--- config.mk ---
export PLATFORM = sky130hd
export DESIGN_NAME = weighted_centroid_accumulator
export DESIGN_NICKNAME = d
export VERILOG_FILES = /design/src/hw/rtl/wca_pkg.sv /design/src/hw/rtl/wca_divider.sv /design/src/hw/rtl/wca_datapath.sv /design/src/hw/rtl/wca_ctrl.sv /design/src/hw/rtl/weighted_centroid_accumulator.sv
export SDC_FILE = /design/constraint.sdc
export NUM_CORES = 2
export LEC_CHECK = 0
export BUFFER_PORTS_ARGS = -buffer_cell sky130_fd_sc_hd__buf_4
export CAP_MARGIN = 20
export CORE_MARGIN = 2
export CORE_UTILIZATION = 52
export DETAILED_ROUTE_END_ITERATION = 10
export HOLD_SLACK_MARGIN = 0.05
export PLACE_DENSITY = 0.71
export SYNTH_ARGS = -nofsm -noshare
export SYNTH_HDL_FRONTEND = slang
export SYNTH_SLANG_ARGS = --single-unit
--- constraint.sdc ---
create_clock -name clk -period 16.08 [get_ports clk]
set_clock_uncertainty 0.2 [all_clocks]
set_input_delay 1.608 -clock clk [delete_from_list [all_inputs] [get_ports clk]]
set_output_delay 1.608 -clock clk [all_outputs]
set_load 0.05 [all_outputs]
--- src/hw/rtl/wca_pkg.sv ---
`default_nettype none

package wca_pkg;

  localparam int COORD_BITS = 16;
  localparam int GREY_BITS  = 16;
  localparam int FRAC_BITS  = 8;

  localparam int MOMENT_W = 64;
  localparam int MASS_W   = 48;
  localparam int CENT_W   = 24;

  // Multiplier operands: a column sum of a run needs one bit more than a coordinate,
  // and a run length one bit more again once it is signed.
  localparam int OPA_W  = COORD_BITS + 2;
  localparam int OPB_W  = (GREY_BITS > COORD_BITS + 2) ? GREY_BITS : COORD_BITS + 2;
  localparam int PROD_W = OPA_W + OPB_W;

  localparam int DIV_STEPS = MOMENT_W + FRAC_BITS;
  localparam int STEP_W    = $clog2(DIV_STEPS);

  typedef enum logic [1:0] {
    AXIS_X,
    AXIS_Y,
    AXIS_Z
  } axis_t;

  typedef struct packed {
    logic signed [COORD_BITS-1:0] col_start;
    logic signed [COORD_BITS-1:0] col_end;
    logic signed [COORD_BITS-1:0] row;
    logic signed [COORD_BITS-1:0] plane;
    logic signed [GREY_BITS-1:0]  grey;
    logic                         last;
  } item_t;

  typedef struct packed {
    logic signed [CENT_W-1:0] centroid_x;
    logic signed [CENT_W-1:0] centroid_y;
    logic signed [CENT_W-1:0] centroid_z;
    logic signed [MASS_W-1:0] total_mass;
    logic                     zero_mass;
    logic                     overflow;
  } result_t;

  typedef struct packed {
    logic  load_item;
    logic  mul_en;
    axis_t mul_axis;
    logic  acc_en;
    axis_t acc_axis;
    logic  mass_en;
    logic  div_load;
    logic  div_step;
    logic  cap_en;
    axis_t div_axis;
    logic  emit;
  } cmd_t;

  typedef struct packed {
    logic last;
  } stat_t;

endpackage

`default_nettype wire

--- src/hw/rtl/wca_divider.sv ---
`default_nettype none

module wca_divider (
  input  wire logic                                 clk,
  input  wire logic                                 load,
  input  wire logic                                 step,
  input  wire logic signed [wca_pkg::MOMENT_W-1:0]  dividend,
  input  wire logic signed [wca_pkg::MASS_W-1:0]    divisor,
  output logic signed [wca_pkg::CENT_W-1:0]         quot
);

  localparam int MW    = wca_pkg::MOMENT_W;
  localparam int WW    = wca_pkg::MASS_W;
  localparam int CW    = wca_pkg::CENT_W;
  localparam int DVD_W = wca_pkg::MOMENT_W + wca_pkg::FRAC_BITS;
  localparam int QW    = wca_pkg::CENT_W + wca_pkg::FRAC_BITS;
  localparam logic [QW:0] POS_LIM = (QW+1)'((64'd1 << (CW - 1)) - 64'd1);
  localparam logic [QW:0] NEG_LIM = (QW+1)'(64'd1 << (CW - 1));
  localparam logic [QW:0] SAT_MAG = (QW+1)'(64'd1 << CW);

  logic [DVD_W-1:0] dvd;
  logic [WW-1:0]    uw;
  logic [WW-1:0]    rem;
  logic [QW-1:0]    q;
  logic             big;
  logic             neg;

  logic [MW-1:0] um_in;
  logic [WW-1:0] uw_in;
  logic [WW:0]   rem_sh;
  logic [WW:0]   uw_ext;
  logic          ge;
  logic          rnd;
  logic [QW:0]   mag;
  logic [QW:0]   lim;

  always_comb begin
    um_in  = dividend[MW-1] ? MW'(-dividend) : MW'(dividend);
    uw_in  = divisor[WW-1] ? WW'(-divisor) : WW'(divisor);
    uw_ext = {1'b0, uw};
    rem_sh = {rem, dvd[DVD_W-1]};
    ge     = (rem_sh >= uw_ext);
    rnd    = ({rem, 1'b0} >= uw_ext);
    if (big) begin
      mag = SAT_MAG;
    end else begin
      mag = (QW+1)'(q) + (QW+1)'(rnd);
    end
    if (neg) begin
      lim = (mag > NEG_LIM) ? NEG_LIM : mag;
    end else begin
      lim = (mag > POS_LIM) ? POS_LIM : mag;
    end
    quot = neg ? -lim[CW-1:0] : lim[CW-1:0];
  end

  // Restoring division, one quotient bit a cycle. Quotient bits that fall off the
  // top of q mean the integer part did not fit, and are kept as a sticky flag.
  always_ff @(posedge clk) begin
    if (load) begin
      dvd <= DVD_W'(um_in) << wca_pkg::FRAC_BITS;
      uw  <= uw_in;
      rem <= '0;
      q   <= '0;
      big <= 1'b0;
      neg <= dividend[MW-1] ^ divisor[WW-1];
    end else if (step) begin
      dvd <= dvd << 1;
      rem <= ge ? WW'(rem_sh - uw_ext) : WW'(rem_sh);
      q   <= {q[QW-2:0], ge};
      big <= big | q[QW-1];
    end
  end

endmodule

`default_nettype wire

--- src/hw/rtl/wca_datapath.sv ---
`default_nettype none

module wca_datapath (
  input  wire logic             clk,
  input  wire logic             rst,
  input  wire logic             cfg_we,
  input  wire logic             cfg_wdata,
  input  wire wca_pkg::item_t   item,
  input  wire wca_pkg::cmd_t    cmd,
  output wca_pkg::stat_t        stat,
  output wca_pkg::result_t      result
);

  localparam int CW     = wca_pkg::COORD_BITS;
  localparam int MW     = wca_pkg::MOMENT_W;
  localparam int WW     = wca_pkg::MASS_W;
  localparam int OPA_W  = wca_pkg::OPA_W;
  localparam int OPB_W  = wca_pkg::OPB_W;
  localparam int PROD_W = wca_pkg::PROD_W;
  localparam logic signed [MW-1:0] MOM_MAX  = {1'b0, {(MW-1){1'b1}}};
  localparam logic signed [MW-1:0] MOM_MIN  = {1'b1, {(MW-1){1'b0}}};
  localparam logic signed [WW-1:0] MASS_MAX = {1'b0, {(WW-1){1'b1}}};
  localparam logic signed [WW-1:0] MASS_MIN = {1'b1, {(WW-1){1'b0}}};

  logic weight_mode;
  logic signed [MW-1:0] moment_x;
  logic signed [MW-1:0] moment_y;
  logic signed [MW-1:0] moment_z;
  logic signed [WW-1:0] mass_sum;
  logic                 saturated;

  // Item registers.
  logic                      item_bin;
  logic                      last_r;
  logic signed [CW-1:0]      cs_r;
  logic signed [CW-1:0]      row_r;
  logic signed [CW-1:0]      plane_r;
  logic signed [CW:0]        ends_r;
  logic signed [OPB_W-1:0]   wgt_r;
  logic signed [PROD_W-1:0]  prod;

  logic signed [wca_pkg::CENT_W-1:0] cent_x;
  logic signed [wca_pkg::CENT_W-1:0] cent_y;
  logic signed [wca_pkg::CENT_W-1:0] cent_z;

  logic signed [CW:0]       ends_in;
  logic signed [CW+1:0]     cnt_in;
  logic                     run_ok;
  logic signed [OPB_W-1:0]  wgt_in;
  logic signed [OPA_W-1:0]  opa;
  logic signed [PROD_W-1:0] addend;
  logic signed [MW-1:0]     acc_sel;
  logic signed [MW:0]       acc_sum;
  logic                     acc_ovf;
  logic signed [MW-1:0]     acc_res;
  logic signed [WW:0]       mass_in;
  logic                     mass_ovf;
  logic signed [WW-1:0]     mass_res;
  logic signed [MW-1:0]     div_sel;
  logic signed [wca_pkg::CENT_W-1:0] div_quot;
  logic                     zm;

  always_comb begin
    ends_in = (CW+1)'(item.col_start) + (CW+1)'(item.col_end);
    cnt_in  = (CW+2)'(item.col_end) - (CW+2)'(item.col_start) + (CW+2)'(1);
    run_ok  = (item.col_end >= item.col_start);
    if (!weight_mode) begin
      wgt_in = OPB_W'(item.grey);
    end else if (run_ok) begin
      wgt_in = OPB_W'(cnt_in);
    end else begin
      wgt_in = '0;
    end
  end

  always_comb begin
    case (cmd.mul_axis)
      wca_pkg::AXIS_X: opa = item_bin ? OPA_W'(ends_r) : OPA_W'(cs_r);
      wca_pkg::AXIS_Y: opa = OPA_W'(row_r);
      wca_pkg::AXIS_Z: opa = OPA_W'(plane_r);
      default:         opa = '0;
    endcase
  end

  // (first + last) * count of a run is always even, so the halving is exact.
  always_comb begin
    if (cmd.acc_axis == wca_pkg::AXIS_X && item_bin) begin
      addend = prod >>> 1;
    end else begin
      addend = prod;
    end
    case (cmd.acc_axis)
      wca_pkg::AXIS_X: acc_sel = moment_x;
      wca_pkg::AXIS_Y: acc_sel = moment_y;
      wca_pkg::AXIS_Z: acc_sel = moment_z;
      default:         acc_sel = '0;
    endcase
    acc_sum = (MW+1)'(acc_sel) + (MW+1)'(addend);
    acc_ovf = cmd.acc_en && (acc_sum[MW] != acc_sum[MW-1]);
    if (acc_sum[MW] != acc_sum[MW-1]) begin
      acc_res = acc_sum[MW] ? MOM_MIN : MOM_MAX;
    end else begin
      acc_res = acc_sum[MW-1:0];
    end
    mass_in  = (WW+1)'(mass_sum) + (WW+1)'(wgt_r);
    mass_ovf = cmd.mass_en && (mass_in[WW] != mass_in[WW-1]);
    if (mass_in[WW] != mass_in[WW-1]) begin
      mass_res = mass_in[WW] ? MASS_MIN : MASS_MAX;
    end else begin
      mass_res = mass_in[WW-1:0];
    end
  end

  always_comb begin
    case (cmd.div_axis)
      wca_pkg::AXIS_X: div_sel = moment_x;
      wca_pkg::AXIS_Y: div_sel = moment_y;
      wca_pkg::AXIS_Z: div_sel = moment_z;
      default:         div_sel = '0;
    endcase
    zm = (mass_sum == '0);
  end

  wca_divider u_div (
    .clk      (clk),
    .load     (cmd.div_load),
    .step     (cmd.div_step),
    .dividend (div_sel),
    .divisor  (mass_sum),
    .quot     (div_quot)
  );

  always_ff @(posedge clk) begin
    if (rst) begin
      weight_mode <= 1'b0;
      moment_x    <= '0;
      moment_y    <= '0;
      moment_z    <= '0;
      mass_sum    <= '0;
      saturated   <= 1'b0;
    end else begin
      if (cfg_we) begin
        weight_mode <= cfg_wdata;
      end
      if (cmd.emit) begin
        moment_x  <= '0;
        moment_y  <= '0;
        moment_z  <= '0;
        mass_sum  <= '0;
        saturated <= 1'b0;
      end else begin
        if (cmd.acc_en) begin
          case (cmd.acc_axis)
            wca_pkg::AXIS_X: moment_x <= acc_res;
            wca_pkg::AXIS_Y: moment_y <= acc_res;
            wca_pkg::AXIS_Z: moment_z <= acc_res;
            default:         moment_x <= moment_x;
          endcase
        end
        if (cmd.mass_en) begin
          mass_sum <= mass_res;
        end
        saturated <= saturated | acc_ovf | mass_ovf;
      end
    end
  end

  always_ff @(posedge clk) begin
    if (cmd.load_item) begin
      item_bin <= weight_mode;
      last_r   <= item.last;
      cs_r     <= item.col_start;
      row_r    <= item.row;
      plane_r  <= item.plane;
      ends_r   <= ends_in;
      wgt_r    <= wgt_in;
    end
    if (cmd.mul_en) begin
      prod <= opa * wgt_r;
    end
    if (cmd.cap_en) begin
      case (cmd.div_axis)
        wca_pkg::AXIS_X: cent_x <= zm ? '0 : div_quot;
        wca_pkg::AXIS_Y: cent_y <= zm ? '0 : div_quot;
        wca_pkg::AXIS_Z: cent_z <= zm ? '0 : div_quot;
        default:         cent_x <= cent_x;
      endcase
    end
    if (cmd.emit) begin
      result.centroid_x <= cent_x;
      result.centroid_y <= cent_y;
      result.centroid_z <= cent_z;
      result.total_mass <= mass_sum;
      result.zero_mass  <= zm;
      result.overflow   <= saturated;
    end
  end

  assign stat.last = last_r;

endmodule

`default_nettype wire

--- src/hw/rtl/wca_ctrl.sv ---
`default_nettype none

module wca_ctrl (
  input  wire logic           clk,
  input  wire logic           rst,
  input  wire logic           start,
  input  wire wca_pkg::stat_t stat,
  output logic                busy,
  output logic                done,
  output wca_pkg::cmd_t       cmd
);

  typedef enum logic [3:0] {
    ST_IDLE,
    ST_MUL_X,
    ST_MUL_Y,
    ST_MUL_Z,
    ST_ACC_Z,
    ST_DIV_LOAD,
    ST_DIV_RUN,
    ST_DIV_CAP,
    ST_EMIT
  } state_t;

  localparam int SW = wca_pkg::STEP_W;

  state_t                 state;
  wca_pkg::axis_t         axis;
  logic [SW-1:0]          step_cnt;

  always_ff @(posedge clk) begin
    if (rst) begin
      state    <= ST_IDLE;
      axis     <= wca_pkg::AXIS_X;
      step_cnt <= '0;
      done     <= 1'b0;
    end else begin
      done <= (state == ST_EMIT);
      case (state)
        ST_IDLE: begin
          if (start) begin
            state <= ST_MUL_X;
          end
        end
        ST_MUL_X: state <= ST_MUL_Y;
        ST_MUL_Y: state <= ST_MUL_Z;
        ST_MUL_Z: state <= ST_ACC_Z;
        ST_ACC_Z: begin
          axis  <= wca_pkg::AXIS_X;
          state <= stat.last ? ST_DIV_LOAD : ST_IDLE;
        end
        ST_DIV_LOAD: begin
          step_cnt <= '0;
          state    <= ST_DIV_RUN;
        end
        ST_DIV_RUN: begin
          step_cnt <= step_cnt + SW'(1);
          if (step_cnt == SW'(wca_pkg::DIV_STEPS - 1)) begin
            state <= ST_DIV_CAP;
          end
        end
        ST_DIV_CAP: begin
          case (axis)
            wca_pkg::AXIS_X: begin
              axis  <= wca_pkg::AXIS_Y;
              state <= ST_DIV_LOAD;
            end
            wca_pkg::AXIS_Y: begin
              axis  <= wca_pkg::AXIS_Z;
              state <= ST_DIV_LOAD;
            end
            default: state <= ST_EMIT;
          endcase
        end
        ST_EMIT: state <= ST_IDLE;
        default: state <= ST_IDLE;
      endcase
    end
  end

  assign busy = (state != ST_IDLE);

  // The multiplier works one axis ahead of the accumulator.
  always_comb begin
    cmd          = '0;
    cmd.mul_axis = wca_pkg::AXIS_X;
    cmd.acc_axis = wca_pkg::AXIS_X;
    cmd.div_axis = axis;
    case (state)
      ST_IDLE:  cmd.load_item = start;
      ST_MUL_X: begin
        cmd.mul_en   = 1'b1;
        cmd.mul_axis = wca_pkg::AXIS_X;
      end
      ST_MUL_Y: begin
        cmd.mul_en   = 1'b1;
        cmd.mul_axis = wca_pkg::AXIS_Y;
        cmd.acc_en   = 1'b1;
        cmd.acc_axis = wca_pkg::AXIS_X;
      end
      ST_MUL_Z: begin
        cmd.mul_en   = 1'b1;
        cmd.mul_axis = wca_pkg::AXIS_Z;
        cmd.acc_en   = 1'b1;
        cmd.acc_axis = wca_pkg::AXIS_Y;
      end
      ST_ACC_Z: begin
        cmd.acc_en   = 1'b1;
        cmd.acc_axis = wca_pkg::AXIS_Z;
        cmd.mass_en  = 1'b1;
      end
      ST_DIV_LOAD: cmd.div_load = 1'b1;
      ST_DIV_RUN:  cmd.div_step = 1'b1;
      ST_DIV_CAP:  cmd.cap_en   = 1'b1;
      ST_EMIT:     cmd.emit     = 1'b1;
      default:     cmd.load_item = 1'b0;
    endcase
  end

endmodule

`default_nettype wire

--- src/hw/rtl/weighted_centroid_accumulator.sv ---
// Each beat is taken when start is high and busy is low; busy then stays high while
// one shared multiplier works over x, y and z, and no new item is taken until it falls.
// A beat with last set also runs three 72-step divisions, one bit a cycle,
// and done rises with the result after the third division is captured and emitted.
// The result is valid only in the cycle that done is high; the receiver cannot stall it.
// Synchronous reset clears the sums, the saturation flag and weight_mode.
`default_nettype none

module weighted_centroid_accumulator (
  input  wire logic             clk,
  input  wire logic             rst,
  input  wire logic             start,
  output logic                  busy,
  input  wire wca_pkg::item_t   item,
  input  wire logic             cfg_we,
  input  wire logic             cfg_wdata,
  output logic                  done,
  output wca_pkg::result_t      result
);

  wca_pkg::cmd_t  cmd;
  wca_pkg::stat_t stat;

  wca_ctrl u_ctrl (
    .clk   (clk),
    .rst   (rst),
    .start (start),
    .stat  (stat),
    .busy  (busy),
    .done  (done),
    .cmd   (cmd)
  );

  wca_datapath u_dp (
    .clk       (clk),
    .rst       (rst),
    .cfg_we    (cfg_we),
    .cfg_wdata (cfg_wdata),
    .item      (item),
    .cmd       (cmd),
    .stat      (stat),
    .result    (result)
  );

endmodule

`default_nettype wire

==> flow_metrics.py <==
metrics = {
    "cts": {
        "cts.sink_count": 765,
        "numCtsBuffers": 86,
        "post-cts-setup-buffers": 0,
        "postCtsHoldBufs": 0,
        "cts_root_buf": "clkbuf_16",
        "clockBufferDepth": 3,
        "tritoncts": "done",
        "cts_max_level": 3,
        "clk_latency_ns": 0.73,
        "ctsResizeCount": 0,
        "clkTransAtPathRegs_ns": 0.06,
    },
    "worst_setup_path": {
        "worstReg2RegStart": "u_ctrl.state[3]",
        "critPathMaxFanout": 17,
        "cpMostUsedCell": "inv_1",
        "crit_slowest_cell": "fa_1",
        "rrSetupSlack_ns": 7.55,
        "critPathKind": "flip-flop to flip-flop",
        "cp-start-kind": "flip-flop",
        "worst_ep_arrival_time_ns": 8.72,
        "reg2regPathDepth": 28,
        "crit_buf_inv": 7,
        "path_depth": 28,
        "cp.required_ns": 16.27,
        "path_delay_family": "adder cells",
        "crit_path_end_kind": "flip-flop",
        "slowest_delay_ns": 0.74,
        "timing.rr.end": "u_dp.prod[35]",
    },
    "timing": {
        "setup_violations": 0,
        "slew_headroom": 0.232,
        "finalHoldViolCount": 0,
        "timing.final.max_slew_violations": 0,
        "setup_ws_ns": 7.55,
        "period_needed_ns": 8.53,
        "holdWs_ns": 0.216,
        "period_share": 0.531,
        "max_freq_mhz": 117,
        "rsz0062_at_grt": "no",
        "fin_setup_tns_ns": 0,
        "max_slew.worst_pin.slew_ns": 1.15,
    },
    "synth": {
        "synthCells": 6190,
        "yosys.area_share.simple": 0.147,
        "yosysTopAreaCellShare": 0.229,
        "async_reset_ff_frac": 0,
        "synth_cell_types": 84,
        "synth.area.top_cells": "edfxtp_1 (23%), dfxtp_1 (12%), fa_1 (11%), ha_1 (6.5%), nand2_1 (5.0%)",
        "syn_avg_cell_area_um2": 9.08,
        "yosysMostFrequentCell": "nand2_1",
        "synth_edf_count": 428,
        "ys_seq_area_frac": 0.349,
        "syn-cell-area_um2": 56200,
        "yosysWarnings": 0,
        "synth_top_family_by_area": "compound AO/OA/AOI/OAI gates",
        "synth_compound_area_frac": 0.185,
        "synth_fp_nets": 6891,
        "synth_common_cells": "nand2_1 (744), inv_1 (531), a21oi_1 (453), o21ai_0 (449), edfxtp_1 (428)",
        "synth-seq-cells": 765,
        "synth-xor-area-share": 0.0517,
        "yosys.area_share.adder": 0.181,
        "synth_top_area_cell": "edfxtp_1",
        "synth_ff_type": "edfxtp_1",
        "synthMuxAreaShare": 0.0281,
    },
    "cells_and_area": {
        "diodes": 0,
        "syn_to_final_growth_pct": 10.3,
        "drive_above_1_share": 0.0858,
        "nets": 6934,
    },
    "route": {
        "routed_wl_um": 154000,
        "drc": 0,
        "firstDrtPassIters": 6,
        "antenna_left": 0,
        "avgViaCountPerCell": 5.95,
        "wire_per_inst_um": 20.0,
        "vias": 45900,
        "dr.first_iter.drc_count": 3973,
    },
    "place": {
        "hpwl_um": 111000,
        "gp_congestion": 0.969,
        "portBuffers": 209,
        "dp_slack_ns": 7.34,
    },
    "die": {
        "die_x_um": 333,
        "die-area_um2": 111000,
        "die_h_um": 333,
        "start_util": 0.525,
        "num_rows": 120,
        "boundaryPins": 210,
        "core_area_um2": 107000,
    },
    "global_routing": {
        "grt_overflow_total": 0,
        "grt_start_max_net_pins": 168,
        "grt_antenna_before_repair": 2,
        "grt_pass1_vias": 44800,
        "track_usage": 0.274,
        "grt_pass1_wl_um": 244000,
    },
    "min_path": {
        "min_from": "u_dp.cent_y[2]",
        "min_to": "u_dp.result[76]",
        "hold_path_class": "flip-flop to flip-flop",
        "hold_depth": 0,
    },
    "outcome": {
        "status": "complete, no violations",
    },
    "run": {
        "drv_cap": 0,
    },
}
## cell families after synthesis
| group | after synthesis |
|---|---|
| AOI/OAI and AO/OA | 1664 |
| xor gates and xnor gates | 332 |
| adders and majority gates | 621 |
| buffers and inverters | 867 |
| DFF | 765 |
| muxes | 153 |
| and+or+nand+nor | 1788 |
## flip-flops by register name, indices dropped and copies added, names as in the netlist, 7 cells and up
register         cells
u_dp.result        122
u_dp.moment_x       64
u_dp.moment_y       64
u_dp.moment_z       64
u_dp.u_div.dvd      64
u_dp.mass_sum       48
u_dp.u_div.rem      48
u_dp.u_div.uw       48
u_dp.prod           36
u_dp.u_div.q        32
u_dp.cent_x         24
u_dp.cent_y         24
u_dp.cent_z         24
u_dp.wgt_r          18
u_dp.ends_r         17
u_dp.cs_r           16
u_dp.plane_r        16
u_dp.row_r          16
u_ctrl.step_cnt      7
## how the worst max path moves through the flow
| stage | start | endpoint | slack, ns |
|---|---|---|---|
| after floorplan | u_ctrl.state[0] | u_dp.moment_x[26] | 6.79 |
| after global placement | u_ctrl.state[3] | u_dp.prod[35] | 7.49 |
| after detailed placement | u_ctrl.state[3] | u_dp.prod[35] | 7.34 |
| after CTS | u_ctrl.state[3] | u_dp.prod[35] | 7.30 |
| after global routing | u_ctrl.state[3] | u_dp.prod[35] | 7.00 |
| final | u_ctrl.state[3] | u_dp.prod[35] | 7.55 |
## per-layer routing
| metal | GRT usage | wire length, um | up-vias |
|---|---|---|---|
| li1 | - | - | 21800 |
| met1 | 0.364 | 65300 | 22100 |
| met2 | 0.448 | 70900 | 1724 |
| met3 | 0.0416 | 11400 | 307 |
| met4 | 0.115 | 6320 | 4 |
| met5 | 0 | 30 | - |
## stage by stage
| stage | cell area [um2] | util | instances |
|---|---|---|---|
| after floorplan | 56200 | - | 6190 |
| after global placement | 59000 | 0.551 | 7545 |
| after detailed placement | 59000 | 0.551 | 7545 |
| after CTS | 62000 | 0.578 | 7704 |
| after global routing | 62000 | 0.578 | 7707 |
| final | 62000 | 0.578 | 7707 |
## placed cells by master, fill, tap and decap left out, types with 26 or more instances in the layout
cell type  count
inv_1        530
and3_1        39
o22ai_1       72
a21oi_1      448
nand3_1       77
edfxtp_1     428
o31ai_1       33
clkbuf_16     88
or3_1         30
mux2_2        39
o21a_1        34
nand4_1       51
nand2_1      743
nor2b_1       70
nor2_1       399
and2_1       127
xnor2_1      242
mux2i_1      114
o21ai_0      449
nand2b_1      45
a211oi_1      52
fa_1         323
xor2_1        89
ha_1         292
or2_2         26
a21o_1        91
buf_4        286
nor4_1        32
a22oi_1      170
o21bai_1      49
a22o_1        38
nor3_1        76
dfxtp_1      333
a31oi_1       35
## area by class of cell
cell class	instances	area [um2]
clock inverter	49	636
timing repair buffer	289	2200
multi-input combinational	4558	33500
sequential	765	19600
tap	1403	1760
clock buffer	110	2320
inverter	533	2000
fill	9319	45200
Power is not shown: default switching activity piles up to over one toggle a cycle in this logic, so the estimate is an artifact.
